$ cat src/rtl/tcce_ram.sv
// Generic simple dual-port RAM: one write port, one read port with registered data.
// Stand-alone; no package dependencies.
module tcce_ram #(
    parameter int WIDTH = 8,
    parameter int DEPTH = 16
) (
    input  logic                     i_clk,
    input  logic                     i_we,
    input  logic [$clog2(DEPTH)-1:0] i_waddr,
    input  logic [WIDTH-1:0]         i_wdata,
    input  logic [$clog2(DEPTH)-1:0] i_raddr,
    output logic [WIDTH-1:0]         o_rdata
);

    logic [WIDTH-1:0] r_mem [DEPTH];

    always_ff @(posedge i_clk) begin
        if (i_we) begin
            r_mem[i_waddr] <= i_wdata;
        end
        o_rdata <= r_mem[i_raddr];
    end

endmodule

$ cat config.mk
export PLATFORM = sky130hd
export DESIGN_NAME = tcce_ram
export DESIGN_NICKNAME = d
export VERILOG_FILES = /design/src/rtl/tcce_ram.sv
export SDC_FILE = /design/constraint.sdc
export NUM_CORES = 1
export LEC_CHECK = 0
export BUFFER_PORTS_ARGS = -buffer_cell sky130_fd_sc_hd__buf_2
export CAP_MARGIN = 20
export CORE_MARGIN = 4
export CORE_UTILIZATION = 43
export CTS_BUF_LIST = sky130_fd_sc_hd__clkbuf_16
export CTS_CLUSTER_SIZE = 28
export DETAILED_ROUTE_END_ITERATION = 10
export PLACE_DENSITY = 0.6
export SYNTH_ARGS = -nofsm -noshare
export SYNTH_HDL_FRONTEND = slang
export SYNTH_SLANG_ARGS = --single-unit
export TNS_END_PERCENT = 20
$ cat constraint.sdc
create_clock -name i_clk -period 2 [get_ports i_clk]
set_input_delay 0 -clock i_clk [delete_from_list [all_inputs] [get_ports i_clk]]
set_output_delay 0 -clock i_clk [all_outputs]
set_load 0.01 [all_outputs]
* Word-level counts from Yosys, hierarchy flattened *
Memories as Yosys holds them, arrays and structs flattened. A register that Yosys moved wholly into a read port is not among the register bits.
Index checks and enable logic that the tools add are counted.
Widths: inputs -> output; s select.

cells by class
  mux-type cells = 2

operators by type and width
  operator  count
  $mux 1    2

word-level totals
  memories = 1
  RAM bits = 128
  input bits = 18
  register bits = 0

memory list
  memory  depth  bits a word  rd ports  clocked after Yosys merged registers in  wr ports  line  source
  r_mem   16     8            1         1                                        1         15    logic [WIDTH-1:0] r_mem [DEPTH];

* Longest topological paths before layout *
Gate-level depths: netlist (run 1).

  word-level depth = 2
  gate-level depth with buffers = 5

* Worst setup path after synthesis (run 1) *
No wires, ideal clock.

  path type = input -> register
  from = in i_waddr[2]
  to = mem r_mem[0][0], enable pin
  buffers on the path = 0
  arrival time = 1110 ps
  setup slack = 507 ps
  data required time = 1617 ps
  stages = 2
  path through = or3b_2 > nor3_1

RTL lines
  element      line  source
  from (decl)  9     input logic [$clog2(DEPTH)-1:0] i_waddr,
  to (decl)    15

No word-level cell before the write port.

==> reports/metrics.json, run 1 <==
{
  "fmax_mhz": 724,
  "largest_net_degree_at_the_start_of_global_routing": 33,
  "postSynthCellCount": 229,
  "min-delay-path-class": "in -> reg",
  "mean_cell_area_of_the_mapped_netlist_um2": 22.5,
  "clock_tree_from_tritoncts": "done",
  "maxCapViolCount": 0,
  "synth_flop_cell": "sky130_fd_sc_hd__edfxtp_1",
  "grt_util_all_layers_pct": 14.3,
  "number_of_antenna_violating_nets_in_the_routed_design": 0,
  "die-area_um2": 13800,
  "setup-violations-final": 0,
  "grt_first_pass_wirelength_um": 14700,
  "cts_repair_resize_count": 0,
  "synth_area_um2": 5150,
  "area_growth_pct": 21.6,
  "number_of_global_route_vias_before_repair": 2495,
  "gpl.final_weighted_congestion": 0.766,
  "reg2reg_setup_slack_ns": 0.62,
  "cp_data_required_time_ns": 2.29,
  "tritoncts.num_buffers": 17,
  "die_width_um": 117,
  "timing_max_transition_violations_final": 0,
  "hold_violations": 0,
  "setup.worst_path.end": "o_rdata[5]",
  "totalNegativeSetupSlack_ns": 0,
  "dp.final_hpwl_um": 6060,
  "preCtsSetupSlack_ns": 0.529,
  "clockBufferDepth": 2,
  "synth_cell_count_leaders": "128 x sky130_fd_sc_hd__edfxtp_1, 18 x sky130_fd_sc_hd__mux4_2, 16 x sky130_fd_sc_hd__a22oi_1",
  "cp-startpoint": "r_mem[2][5]",
  "fin_ws_ns": 0.619,
  "drt_wl_total_um": 9200,
  "drt_first_iter_violations": 181,
  "setup_repair_after_global_routing_missed_its_margin": "no",
  "remaining_drc_errors": 0,
  "rr_startpoint": "r_mem[2][5]",
  "worst_r2r_dst": "o_rdata[5]",
  "antenna_found_initial": 0,
  "synth_top_cell_by_area": "sky130_fd_sc_hd__edfxtp_1",
  "cp-end-kind": "flop",
  "r2r_cells": 3,
  "portBuffers": 25,
  "final_cell_area_um2": 6260,
  "top_level_ports": 26,
  "ys_seq_elements": 136,
  "dp.cells": 406,
  "fillCellCount": 882,
  "synthesis.nets": 247,
  "finalCoreUtilization_pct": 54.1,
  "final_layout_size_suffix_gt1_share_pct": 31.0,
  "synthArstFlopShare_pct": 0,
  "postCtsSetupRepairBufs": 0,
  "yosysUniqueCellTypes": 19,
  "worstPathMaxFanout": 1,
  "post_layout_nonfiller_instances": 446,
  "area_share_of_the_largest_cell_type_after_synthesis_pct": 74.7,
  "routed-via-count": 2367,
  "timing.slew.headroom_pct": 54.1,
  "clock-sinks": 136,
  "arrival_time_reported_for_the_critical_path_endpoint_ns": 1.67,
  "die_h_um": 117,
  "h-tree-depth": 4,
  "drt_first_pass_iters": 4,
  "clk_pin_slew_worst_paths_ns": 0.06,
  "initial_core_util_pct": 44.5,
  "start_kind": "flop",
  "crit_type": "reg -> reg",
  "result_of_the_run": "completed",
  "synth_edf_count": 128,
  "cellLeakagePower_nw": 2.15,
  "yosysWarningCount": 0,
  "power_density_nw_per_um2": 1100,
  "yosys.cell_count.top_type": "sky130_fd_sc_hd__edfxtp_1",
  "dpl-instance-area_um2": 5530,
  "vias_per_cell": 5.31,
  "layout.nets": 308,
  "grt_overflow": 0,
  "finalClockSkew_ns": 0.00585,
  "cts-root-buf": "sky130_fd_sc_hd__clkbuf_16",
  "detail_route.wl_per_cell_um": 20.6,
  "min_period_ns": 1.38,
  "irDropWorstVdd_v": 0.000438,
  "rows": 39,
  "synth.top_cells.by_area": "sky130_fd_sc_hd__edfxtp_1 75%, sky130_fd_sc_hd__mux4_2 7.9%, sky130_fd_sc_hd__mux4_1 7.1%, sky130_fd_sc_hd__dfxtp_1 3.1%, sky130_fd_sc_hd__a22oi_1 2.3%",
  "placeable_core_area_um2": 11600,
  "num_antenna_cells": 0,
  "clkLatencyLatePin_ns": 0.41,
  "layout_worst_path_cycle_share_pct": 69.0,
  "worst_pin_slew_ns": 0.686,
  "seq_area_frac_synth_pct": 77.8
}
stage by stage:
step / hold slack, ns / power, mW
2_1_floorplan: 0.0989 / 3.43
3_3_place_gp: 0.389 / 3.56
3_5_place_dp: 0.398 / 3.56
4_1_cts: 0.160 / 6.91
5_1_grt: 0.179 / 7.09
6_report: 0.175 / 6.86
kinds of logic (layout without fill, tap and decap cells):
logic type	after synthesis	count (layout)	share of synthesized area (%)
AO/OA/AOI/OAI	16	16	2.33
buffers and inverters	10	84	1.68
flip-flops	136	136	77.8
multiplexers	32	32	15.0
AND/OR/NAND/NOR	35	35	3.18
worst min-delay path by stage:
stage,startpoint,end,slack [ns],cells past startpoint
final,i_waddr[0],r_mem[4][4],0.18,3
after global routing,i_waddr[0],r_mem[4][4],0.18,3
after global placement,i_wdata[1],r_mem[6][1],0.39,1
after floorplan,i_wdata[0],r_mem[0][0],0.1,0
after CTS,i_waddr[0],r_mem[4][4],0.16,3
after detailed placement,o_rdata[7],o_rdata[7],0.40,1
metal layers:
metal / global-route usage (%) / vias to the layer above / routed length, um
met5: 0 / - / 0
met2: 21.5 / 65 / 4430
met3: 4.48 / 9 / 434
met1: 20.3 / 1198 / 4250
met4: 4.40 / 0 / 79
li1: - / 1095 / -
critical path, stage by stage, from the launching register on:
cell and delay [ns]:
sky130_fd_sc_hd__edfxtp_1 0.36, sky130_fd_sc_hd__mux4_1 0.51, sky130_fd_sc_hd__a22oi_1 0.30, sky130_fd_sc_hd__nand2_1 0.09
layout by cell type, fill, tap and decap left out, types with 9 or more instances in the layout:
cell                        instances
sky130_fd_sc_hd__mux4_1            14
sky130_fd_sc_hd__nand2_1            9
sky130_fd_sc_hd__mux4_2            18
sky130_fd_sc_hd__buf_2             25
sky130_fd_sc_hd__clkbuf_16         17
sky130_fd_sc_hd__buf_4             17
sky130_fd_sc_hd__edfxtp_1         128
sky130_fd_sc_hd__nor2_1            13
sky130_fd_sc_hd__a22oi_1           16
final cells by class:
| type | count | area, um^2 | area share [%] |
|---|---|---|---|
| clock inverters | 15 | 223 | 3.56 |
| flip-flops and latches | 136 | 4000 | 63.9 |
| multi-input cells | 83 | 1060 | 16.9 |
| repair buffers | 52 | 373 | 5.96 |
| clock buffers | 17 | 425 | 6.79 |
| well taps | 143 | 179 | 2.86 |
sequential cells by signal, indices dropped and copies added (netlist names):
name	cells
r_mem	128
o_rdata	8
what timing repair did:
| item | 4_1_cts | 5_1_grt |
|---|---|---|
| hold buffers | 8 | 0 |
| setup endpoints to repair | 0 | 0 |
| hold endpoints to repair | 128 | 0 |
power by group:
part / switching (mW) / internal, mW / leakage (nW) / total (mW)
clock: 1.13 / 2.22 / 0.312 / 3.34
combinational: 0.169 / 0.138 / 0.614 / 0.307
sequential: 0.0178 / 3.19 / 1.22 / 3.20
total: 1.32 / 5.54 / 2.15 / 6.86
(Power assumes the default switching activity.)
==> run 2, diff against run 1 <==
--- a/config.mk
+++ b/config.mk
@@ -5,6 +5,7 @@
 export SDC_FILE = /design/constraint.sdc
 export NUM_CORES = 1
 export LEC_CHECK = 0
+export ABC_AREA = 1
 export BUFFER_PORTS_ARGS = -buffer_cell sky130_fd_sc_hd__buf_2
 export CAP_MARGIN = 20
 export CORE_MARGIN = 4
==> constraint.sdc (replaced) <==
create_clock -name i_clk -period 1.4 [get_ports i_clk]
set_input_delay 0 -clock i_clk [delete_from_list [all_inputs] [get_ports i_clk]]
set_output_delay 0 -clock i_clk [all_outputs]
set_load 0.01 [all_outputs]
==> run 2 against run 1 <==
  * Clock power is 14% higher
  * Sequential share of layout area is 4.1 points lower
  * Area after synthesis rose by 12%
  * Synthesized cell count is 140% higher
  * Register-to-register slack worse by 0.27 ns
  * Final cell count increased by 76%
  * Combinational power grew 86%
  * Total power up 31%
  * Hold slack worse by 0.16 ns
==> reports/metrics.json, run 2 <==
{
  "result_of_the_run": "completed",
  "final.hold.worst_slack": {"value": 0.0110, "unit": "ns", "change": "-0.164 ns"},
  "postSynthCellCount": {"value": 551, "change": "+140%"},
  "hold_end": "r_mem[3][4]",
  "layout_worst_path_cycle_share": {"value": 74.8, "unit": "%", "change": "+5.8 points"},
  "pwr-share-seq": {"value": 51.2, "unit": "%", "change": "+4.5 points"},
  "hold_path_depth": {"value": 1, "change": "-2"},
  "dp.final_hpwl": {"value": 7930, "unit": "um", "change": "+31%"},
  "number_of_antenna_violating_nets_in_the_routed_design": {"value": 0, "change": "unchanged"},
  "setup-violations-final": {"value": 0, "change": "unchanged"},
  "die_width": {"value": 124, "unit": "um", "change": "+5.4%"},
  "r2r_cells": {"value": 6, "change": "+3"},
  "initial_core_util": {"value": 43.7, "unit": "%", "change": "-0.79 points"},
  "grt_overflow": {"value": 0, "change": "unchanged"},
  "rows": {"value": 42, "change": "+7.7%"},
  "combinationalPowerShare": {"value": 6.4, "unit": "%", "change": "+1.9 points"},
  "detail_route.wl_per_cell": {"value": 16.4, "unit": "um", "change": "-20%"},
  "h-tree-depth": {"value": 4, "change": "unchanged"},
  "critical_path.max_stage_delay": {"value": 0.37, "unit": "ns", "change": "-0.14 ns"},
  "portBuffers": {"value": 25, "change": "unchanged"},
  "design_power_total": {"value": 8.97, "unit": "mW", "change": "+31%"},
  "final_cell_area": {"value": 6690, "unit": "um^2", "change": "+6.9%"},
  "finalCoreUtilization": {"value": 50.7, "unit": "%", "change": "-3.4 points"},
  "clockBufferDepth": {"value": 2, "change": "unchanged"},
  "area_share_of_the_largest_cell_type_after_synthesis": {"value": 66.7, "unit": "%", "change": "-8.0 points"},
  "cp_data_required_time": {"value": 1.70, "unit": "ns", "change": "-0.59 ns"},
  "vias_per_cell": {"value": 4.86, "change": "-8.4%"},
  "die-area": {"value": 15300, "unit": "um^2", "change": "+11%"},
  "setup_repair_after_global_routing_missed_its_margin": "no",
  "layout_commonest_cell": "sky130_fd_sc_hd__nand2_1",
  "drt_first_iter_violations": {"value": 318, "change": "+76%"},
  "critical_path.slowest_cell": "sky130_fd_sc_hd__edfxtp_1",
  "top_regs": "r_mem (128), o_rdata (8)",
  "cts_repair_resize_count": {"value": 0, "change": "unchanged"},
  "pwr-share-clk": {"value": 42.5, "unit": "%", "change": "-6.3 points"},
  "area_growth_pct": 16.1,
  "worst_pin_slew": {"value": 0.599, "unit": "ns", "change": "-0.0875 ns"},
  "placeable_core_area": {"value": 13200, "unit": "um^2", "change": "+14%"},
  "yosys.cell_count.top_type": "sky130_fd_sc_hd__nand2_1",
  "cp-end-kind": "flop",
  "clock-sinks": {"value": 136, "change": "unchanged"},
  "cellLeakagePower": {"value": 2.95, "unit": "nW", "change": "+37%"},
  "number_of_global_route_vias_before_repair": {"value": 3647, "change": "+46%"},
  "largest_register_ffs": {"value": 128, "change": "unchanged"},
  "path_cells": "inv_1, nand2_1, nand3_1, nand3_1, nand3_1, nand2_1",
  "totalNegativeSetupSlack": {"value": 0, "unit": "ns", "change": "unchanged"},
  "crit_path_frequent_cell": "sky130_fd_sc_hd__nand3_1",
  "remaining_drc_errors": {"value": 0, "change": "unchanged"},
  "synth_cell_count_leaders": "173 x sky130_fd_sc_hd__nand2_1, 128 x sky130_fd_sc_hd__edfxtp_1, 100 x sky130_fd_sc_hd__inv_1",
  "hold_violations": {"value": 0, "change": "unchanged"},
  "synthesis.nets": {"value": 569, "change": "+130%"},
  "maxCapViolCount": {"value": 0, "change": "unchanged"},
  "synth_area": {"value": 5770, "unit": "um^2", "change": "+12%"},
  "final_cell_mix": "173 x sky130_fd_sc_hd__nand2_1, 128 x sky130_fd_sc_hd__edfxtp_1, 109 x sky130_fd_sc_hd__inv_1, 97 x sky130_fd_sc_hd__nand3_1, 25 x sky130_fd_sc_hd__buf_2",
  "tritoncts.num_buffers": {"value": 17, "change": "unchanged"},
  "finalClockSkew": {"value": 0.00575, "unit": "ns", "change": "-0.000102 ns"},
  "antenna_found_initial": {"value": 0, "change": "unchanged"},
  "ys_seq_elements": {"value": 136, "change": "unchanged"},
  "min_period": {"value": 1.05, "unit": "ns", "change": "-0.333 ns"},
  "fmax": {"value": 955, "unit": "MHz", "change": "+32%"},
  "rr_startpoint": "r_mem[7][4]",
  "grt_first_pass_wirelength": {"value": 20200, "unit": "um", "change": "+38%"},
  "crit_type": "reg -> reg",
  "num_antenna_cells": {"value": 0, "change": "unchanged"},
  "arrival_time_reported_for_the_critical_path_endpoint": {"value": 1.35, "unit": "ns", "change": "-0.32 ns"},
  "worstPathMaxFanout": {"value": 1, "change": "unchanged"},
  "layout.nets": {"value": 615, "change": "+100%"},
  "hold_path_startpoint": "i_wdata[4]",
  "gpl.final_weighted_congestion": {"value": 0.812, "change": "+6.0%"},
  "grt_util_all_layers": {"value": 18.7, "unit": "%", "change": "+4.3 points"},
  "routed-via-count": {"value": 3823, "change": "+62%"},
  "synth.top_cells.by_area": "sky130_fd_sc_hd__edfxtp_1 67%, sky130_fd_sc_hd__nand2_1 11%, sky130_fd_sc_hd__nand3_1 8.4%, sky130_fd_sc_hd__inv_1 6.5%, sky130_fd_sc_hd__dfxtp_1 2.8%",
  "clk_pin_slew_worst_paths": {"value": 0.05, "unit": "ns", "change": "about the same"},
  "yosysUniqueCellTypes": {"value": 12, "change": "-7"},
  "power.switching_fraction": {"value": 21.1, "unit": "%", "change": "+1.9 points"},
  "final_layout_size_suffix_gt1_share": {"value": 11.6, "unit": "%", "change": "-19 points"},
  "synth_flop_cell": "sky130_fd_sc_hd__edfxtp_1",
  "critical-path-top-delay-family": "simple AND/OR/NAND/NOR gates",
  "die_h": {"value": 124, "unit": "um", "change": "+5.4%"},
  "timing_max_transition_violations_final": {"value": 0, "change": "unchanged"},
  "power.switching": {"value": 1.89, "unit": "mW", "change": "+44%"},
  "irDropWorstVdd": {"value": 0.000976, "unit": "V", "change": "+120%"},
  "start_kind": "flop",
  "drt_wl_total": {"value": 12900, "unit": "um", "change": "+40%"},
  "postCtsSetupRepairBufs": {"value": 0, "change": "unchanged"},
  "worst_r2r_dst": "o_rdata[4]",
  "power_density": {"value": 1340, "unit": "nW/um^2", "change": "+22%"},
  "top_level_ports": {"value": 26, "change": "unchanged"},
  "power_report.internal_total": {"value": 7.08, "unit": "mW", "change": "+28%"},
  "dpl-instance-area": {"value": 6160, "unit": "um^2", "change": "+11%"},
  "drt_first_pass_iters": {"value": 5, "change": "+1"},
  "largest_net_degree_at_the_start_of_global_routing": {"value": 65, "change": "+97%"},
  "clock_tree_from_tritoncts": "done",
  "synth_edf_count": {"value": 128, "change": "unchanged"},
  "timing.slew.headroom": {"value": 60.0, "unit": "%", "change": "+5.9 points"},
  "seq_area_frac_synth": {"value": 69.4, "unit": "%", "change": "-8.4 points"},
  "fillCellCount": {"value": 1178, "change": "+34%"},
  "critical_path_buf_inv_count": {"value": 1, "change": "+1"},
  "synthArstFlopShare": {"value": 0, "unit": "%", "change": "unchanged"},
  "synth_top_cell_by_area": "sky130_fd_sc_hd__edfxtp_1",
  "clkLatencyLatePin": {"value": 0.42, "unit": "ns", "change": "about the same"},
  "mean_cell_area_of_the_mapped_netlist": {"value": 10.5, "unit": "um^2", "change": "-53%"},
  "yosysWarningCount": {"value": 0, "change": "unchanged"},
  "largest_register": "r_mem",
  "cts-root-buf": "sky130_fd_sc_hd__clkbuf_16",
  "min-delay-path-class": "in -> reg",
  "reg2reg_setup_slack": {"value": 0.35, "unit": "ns", "change": "-0.27 ns"}
}
==> run 2: cell types whose count changed in the layout (fill, tap and decap cells not counted), sizes merged, moves of 4 or more <==
cell         previous run  this run
nand3                   1        97
inv                     3       111
nor2                   13        17
nor3                    4         0
a22oi                  16         0
mux4                   32         0
buf                    44        49
nand2                   9       173
dlygate4sd3             8         2
bufinv                  5         1
==> run 2: layout make-up <==
type | instances | area (um^2) | area share [%]
Timing Repair Buffer | 51 | 363 | 5.42
Sequential cell | 136 | 4000 | 59.8
Clock inverter | 15 | 85.1 | 1.27
Multi-Input combinational cell | 289 | 1210 | 18.1
Inverter | 102 | 383 | 5.72
Clock buffer | 17 | 425 | 6.36
Tap cell | 176 | 220 | 3.29
==> run 2: per-layer routing <==
metal	up-vias	global-route usage [%]	wire [um]
met4	0	8.72	327
met3	23	4.41	751
met2	109	29.5	6310
li1	1868	-	-
met5	-	0	0
met1	1823	24.5	5520
==> run 2: per-stage QoR <==
stage | std cells | worst slack [ns]
2_1_floorplan | 551 | 0.449
3_3_place_gp | 752 | 0.199
3_5_place_dp | 752 | 0.214
4_1_cts | 786 | 0.358
5_1_grt | 786 | 0.300
6_report | 786 | 0.352
==> run 2: cell families after synthesis <==
kind of cell | Yosys count | share of synthesized area (%)
flops | 136 | 69.4
simple gates | 289 | 21.0
buf+inv | 126 | 9.52
==> run 2: what timing repair did <==
action,4_1_cts,5_1_grt
endpoints found under the setup margin,0,0
endpoints found under the hold margin,18,0
hold buffers,2,0
==> run 2: power groups by stage <==
| stage | clock, mW | sequential (mW) | combinational, mW |
|---|---|---|---|
| floorplan | 0 | 4.67 | 0.321 |
| global placement | 0 | 4.67 | 0.567 |
| detailed placement | 0 | 4.67 | 0.575 |
| CTS | 3.90 | 4.59 | 0.581 |
| global route | 4.10 | 4.59 | 0.645 |
| finish | 3.81 | 4.59 | 0.570 |
==> run 2: worst reg2reg max path: cells and delay by family (launching register included) <==
family,cells,cell delay [ns]
and+or+nand+nor,5,0.50
buffers and inverters,1,0.06
DFF,1,0.37
==> run 2: worst max path at each step <==
| stage | from | to | depth (start not counted) |
|---|---|---|---|
| after global placement | i_raddr[2] | o_rdata[4] | 6 |
| final | r_mem[7][4] | o_rdata[4] | 6 |
| after CTS | r_mem[7][4] | o_rdata[4] | 6 |
| after detailed placement | i_raddr[2] | o_rdata[4] | 6 |
| after global routing | r_mem[9][5] | o_rdata[5] | 6 |
| after floorplan | i_waddr[2] | r_mem[10][0] | 2 |
==> run 3, diff against run 2 <==
==> constraint.sdc (replaced) <==
create_clock -name i_clk -period 1 [get_ports i_clk]
set_input_delay 0 -clock i_clk [delete_from_list [all_inputs] [get_ports i_clk]]
set_output_delay 0 -clock i_clk [all_outputs]
set_load 0.01 [all_outputs]
==> run 3 against run 2 <==
  * Register-to-register slack got worse by 0.33 ns
  * Critical path depth unchanged
  * Die area unchanged
  * Hold slack improved by 0.0075 ns
  * Routed wire length increased by 0.71%
  * Non-clock buffer count increased by 4
  * Clock skew decreased by 0.00077 ns
  * Critical path type unchanged
  * Sequential cell count unchanged
  * Clock-buffer cell count unchanged
  * Final cell count increased by 0.51%
==> reports/metrics.json, run 3 (synthesis gave the netlist of run 2 again) <==
{
  "layout.nets": {"value": 619, "change": "+0.65%"},
  "routed-via-count": {"value": 3804, "change": "-0.50%"},
  "fmax": {"value": 1020, "unit": "MHz", "change": "+6.8%"},
  "cp-end-kind": "flop",
  "critical_path.slowest_cell": "sky130_fd_sc_hd__edfxtp_1",
  "largest_net_degree_at_the_start_of_global_routing": {"value": 64, "change": "-1.5%"},
  "setup-violations-final": {"value": 0, "change": "unchanged"},
  "timing_max_transition_violations_final": {"value": 0, "change": "unchanged"},
  "area_growth_pct": 19.6,
  "finalCoreUtilization": {"value": 52.3, "unit": "%", "change": "+1.5 points"},
  "cts-root-buf": "sky130_fd_sc_hd__clkbuf_16",
  "detail_route.wl_per_cell": {"value": 16.4, "unit": "um", "change": "+0.20%"},
  "hold_path_depth": {"value": 1, "change": "unchanged"},
  "setup_repair_after_global_routing_missed_its_margin": "yes",
  "hold_violations": {"value": 0, "change": "unchanged"},
  "worst_pin_slew": {"value": 0.384, "unit": "ns", "change": "-0.215 ns"},
  "gpl.final_weighted_congestion": {"value": 0.823, "change": "+1.4%"},
  "power_density": {"value": 1830, "unit": "nW/um^2", "change": "+37%"},
  "drt_first_iter_violations": {"value": 377, "change": "+19%"},
  "layout_worst_path_cycle_share": {"value": 98.1, "unit": "%", "change": "+23 points"},
  "initial_core_util": {"value": 43.7, "unit": "%", "change": "unchanged"},
  "clkLatencyLatePin": {"value": 0.41, "unit": "ns", "change": "about the same"},
  "clk_pin_slew_worst_paths": {"value": 0.05, "unit": "ns", "change": "about the same"},
  "placeable_core_area": {"value": 13200, "unit": "um^2", "change": "unchanged"},
  "final_cell_mix": "172 x sky130_fd_sc_hd__nand2_1, 128 x sky130_fd_sc_hd__edfxtp_1, 107 x sky130_fd_sc_hd__inv_1, 72 x sky130_fd_sc_hd__nand3_1, 25 x sky130_fd_sc_hd__buf_2",
  "die_h": {"value": 124, "unit": "um", "change": "unchanged"},
  "dpl-instance-area": {"value": 6220, "unit": "um^2", "change": "+0.97%"},
  "rows": {"value": 42, "change": "unchanged"},
  "number_of_antenna_violating_nets_in_the_routed_design": {"value": 0, "change": "unchanged"},
  "r2r_cells": {"value": 6, "change": "unchanged"},
  "crit_type": "reg -> reg",
  "reg2reg_setup_slack": {"value": 0.02, "unit": "ns", "change": "-0.33 ns"},
  "hold_end": "r_mem[8][6]",
  "grt_util_all_layers": {"value": 18.3, "unit": "%", "change": "-0.39 points"},
  "clock-sinks": {"value": 136, "change": "unchanged"},
  "critical_path.max_stage_delay": {"value": 0.37, "unit": "ns", "change": "about the same"},
  "top_level_ports": {"value": 26, "change": "unchanged"},
  "start_kind": "flop",
  "maxCapViolCount": {"value": 0, "change": "unchanged"},
  "clock_tree_from_tritoncts": "done",
  "fillCellCount": {"value": 1191, "change": "+1.1%"},
  "min-delay-path-class": "in -> reg",
  "rr_startpoint": "r_mem[1][5]",
  "path_cells": "inv_1, nand2_1, nand3_1, nand3_2, nand3_2, nand2_1",
  "dp.cells": {"value": 755, "change": "+0.40%"},
  "final_cell_area": {"value": 6900, "unit": "um^2", "change": "+3.0%"},
  "hold_path_startpoint": "i_wdata[6]",
  "die_width": {"value": 124, "unit": "um", "change": "unchanged"},
  "tritoncts.num_buffers": {"value": 17, "change": "unchanged"},
  "timing.slew.headroom": {"value": 74.4, "unit": "%", "change": "+14 points"},
  "portBuffers": {"value": 25, "change": "unchanged"},
  "worst_r2r_dst": "o_rdata[5]",
  "critical-path-top-delay-family": "simple AND/OR/NAND/NOR gates",
  "drt_first_pass_iters": {"value": 4, "change": "-1"},
  "post_layout_nonfiller_instances": {"value": 790, "change": "+0.51%"},
  "h-tree-depth": {"value": 4, "change": "unchanged"},
  "top_regs": "r_mem (128), o_rdata (8)",
  "clockBufferDepth": {"value": 2, "change": "unchanged"},
  "arrival_time_reported_for_the_critical_path_endpoint": {"value": 1.28, "unit": "ns", "change": "-0.07 ns"},
  "remaining_drc_errors": {"value": 0, "change": "unchanged"},
  "number_of_global_route_vias_before_repair": {"value": 3746, "change": "+2.7%"},
  "largest_register": "r_mem",
  "cellLeakagePower": {"value": 3.02, "unit": "nW", "change": "+2.5%"},
  "design_power_total": {"value": 12.6, "unit": "mW", "change": "+41%"},
  "cp_data_required_time": {"value": 1.30, "unit": "ns", "change": "-0.40 ns"},
  "drt_wl_total": {"value": 13000, "unit": "um", "change": "+0.71%"},
  "final_layout_size_suffix_gt1_share": {"value": 16.0, "unit": "%", "change": "+4.3 points"},
  "totalNegativeSetupSlack": {"value": 0, "unit": "ns", "change": "unchanged"},
  "layout_commonest_cell": "sky130_fd_sc_hd__nand2_1",
  "result_of_the_run": "completed",
  "worstPathMaxFanout": {"value": 1, "change": "unchanged"},
  "finalClockSkew": {"value": 0.00498, "unit": "ns", "change": "-0.000768 ns"},
  "antenna_found_initial": {"value": 0, "change": "unchanged"},
  "vias_per_cell": {"value": 4.82, "change": "-1.0%"},
  "dp.final_hpwl": {"value": 8130, "unit": "um", "change": "+2.6%"},
  "irDropWorstVdd": {"value": 0.00130, "unit": "V", "change": "+33%"},
  "largest_register_ffs": {"value": 128, "change": "unchanged"},
  "die-area": {"value": 15300, "unit": "um^2", "change": "unchanged"},
  "num_antenna_cells": {"value": 0, "change": "unchanged"},
  "min_period": {"value": 0.981, "unit": "ns", "change": "-0.0664 ns"},
  "critical_path_buf_inv_count": {"value": 1, "change": "unchanged"},
  "grt_first_pass_wirelength": {"value": 20100, "unit": "um", "change": "-0.75%"},
  "grt_overflow": {"value": 0, "change": "unchanged"}
}
[run 3: cell types whose count changed in the layout (fill, tap and decap cells not counted), sizes merged]
cell         change
buf              +3
clkinv           +2
inv              -2
dlygate4sd3      +1
[run 3: final cells by class]
cell class | instances | area, um^2 | area share [%]
Clock buffer | 17 | 425 | 6.17
Timing Repair Buffer | 55 | 433 | 6.28
Multi-Input combinational cell | 289 | 1350 | 19.6
Clock inverter | 15 | 82.6 | 1.20
Sequential cell | 136 | 4000 | 58.1
Inverter | 102 | 383 | 5.55
Tap cell | 176 | 220 | 3.19
[run 3: worst max path at each step]
| stage | start | endpoint | slack (ns) | depth (start not counted) |
|---|---|---|---|---|
| 2_1_floorplan | i_waddr[3] | r_mem[4][0] | 0.05 | 2 |
| 3_3_place_gp | i_raddr[0] | o_rdata[1] | -0.06 | 7 |
| 3_5_place_dp | i_raddr[0] | o_rdata[1] | -0.06 | 7 |
| 4_1_cts | r_mem[7][1] | o_rdata[1] | 0.008 | 6 |
| 5_1_grt | r_mem[1][5] | o_rdata[5] | -0.02 | 6 |
| 6_report | r_mem[1][5] | o_rdata[5] | 0.02 | 6 |
[run 3: stage by stage]
stage	setup WS (ns)	hold slack [ns]
finish	0.0188	0.0186
global route	-0.0184	0.00744
CTS	0.00794	0.00383
detailed placement	-0.0594	0.316
global placement	-0.0640	0.308
floorplan	0.0492	0.0989
[run 3: where the power goes]
part	internal [mW]	switching [mW]
registers	6.38	0.0404
clock network	3.28	2.06
logic	0.296	0.587
total	9.95	2.68
[run 3: metal layers]
metal  GRT usage [%]  share of wire, %  up-vias
met3            4.63               6.9       12
met2            30.3                51       88
li1                -                 -     1871
met1            23.4                41     1833
met4            6.44               1.1        0
met5               0                 0        -
[run 3: repair_timing]
action,in CTS,in global routing
resized for setup,3,24
setup endpoints to repair,2,7
endpoints found under the hold margin,3,8
buffers inserted,0,0
hold buffers,2,1
pin swaps,0,10
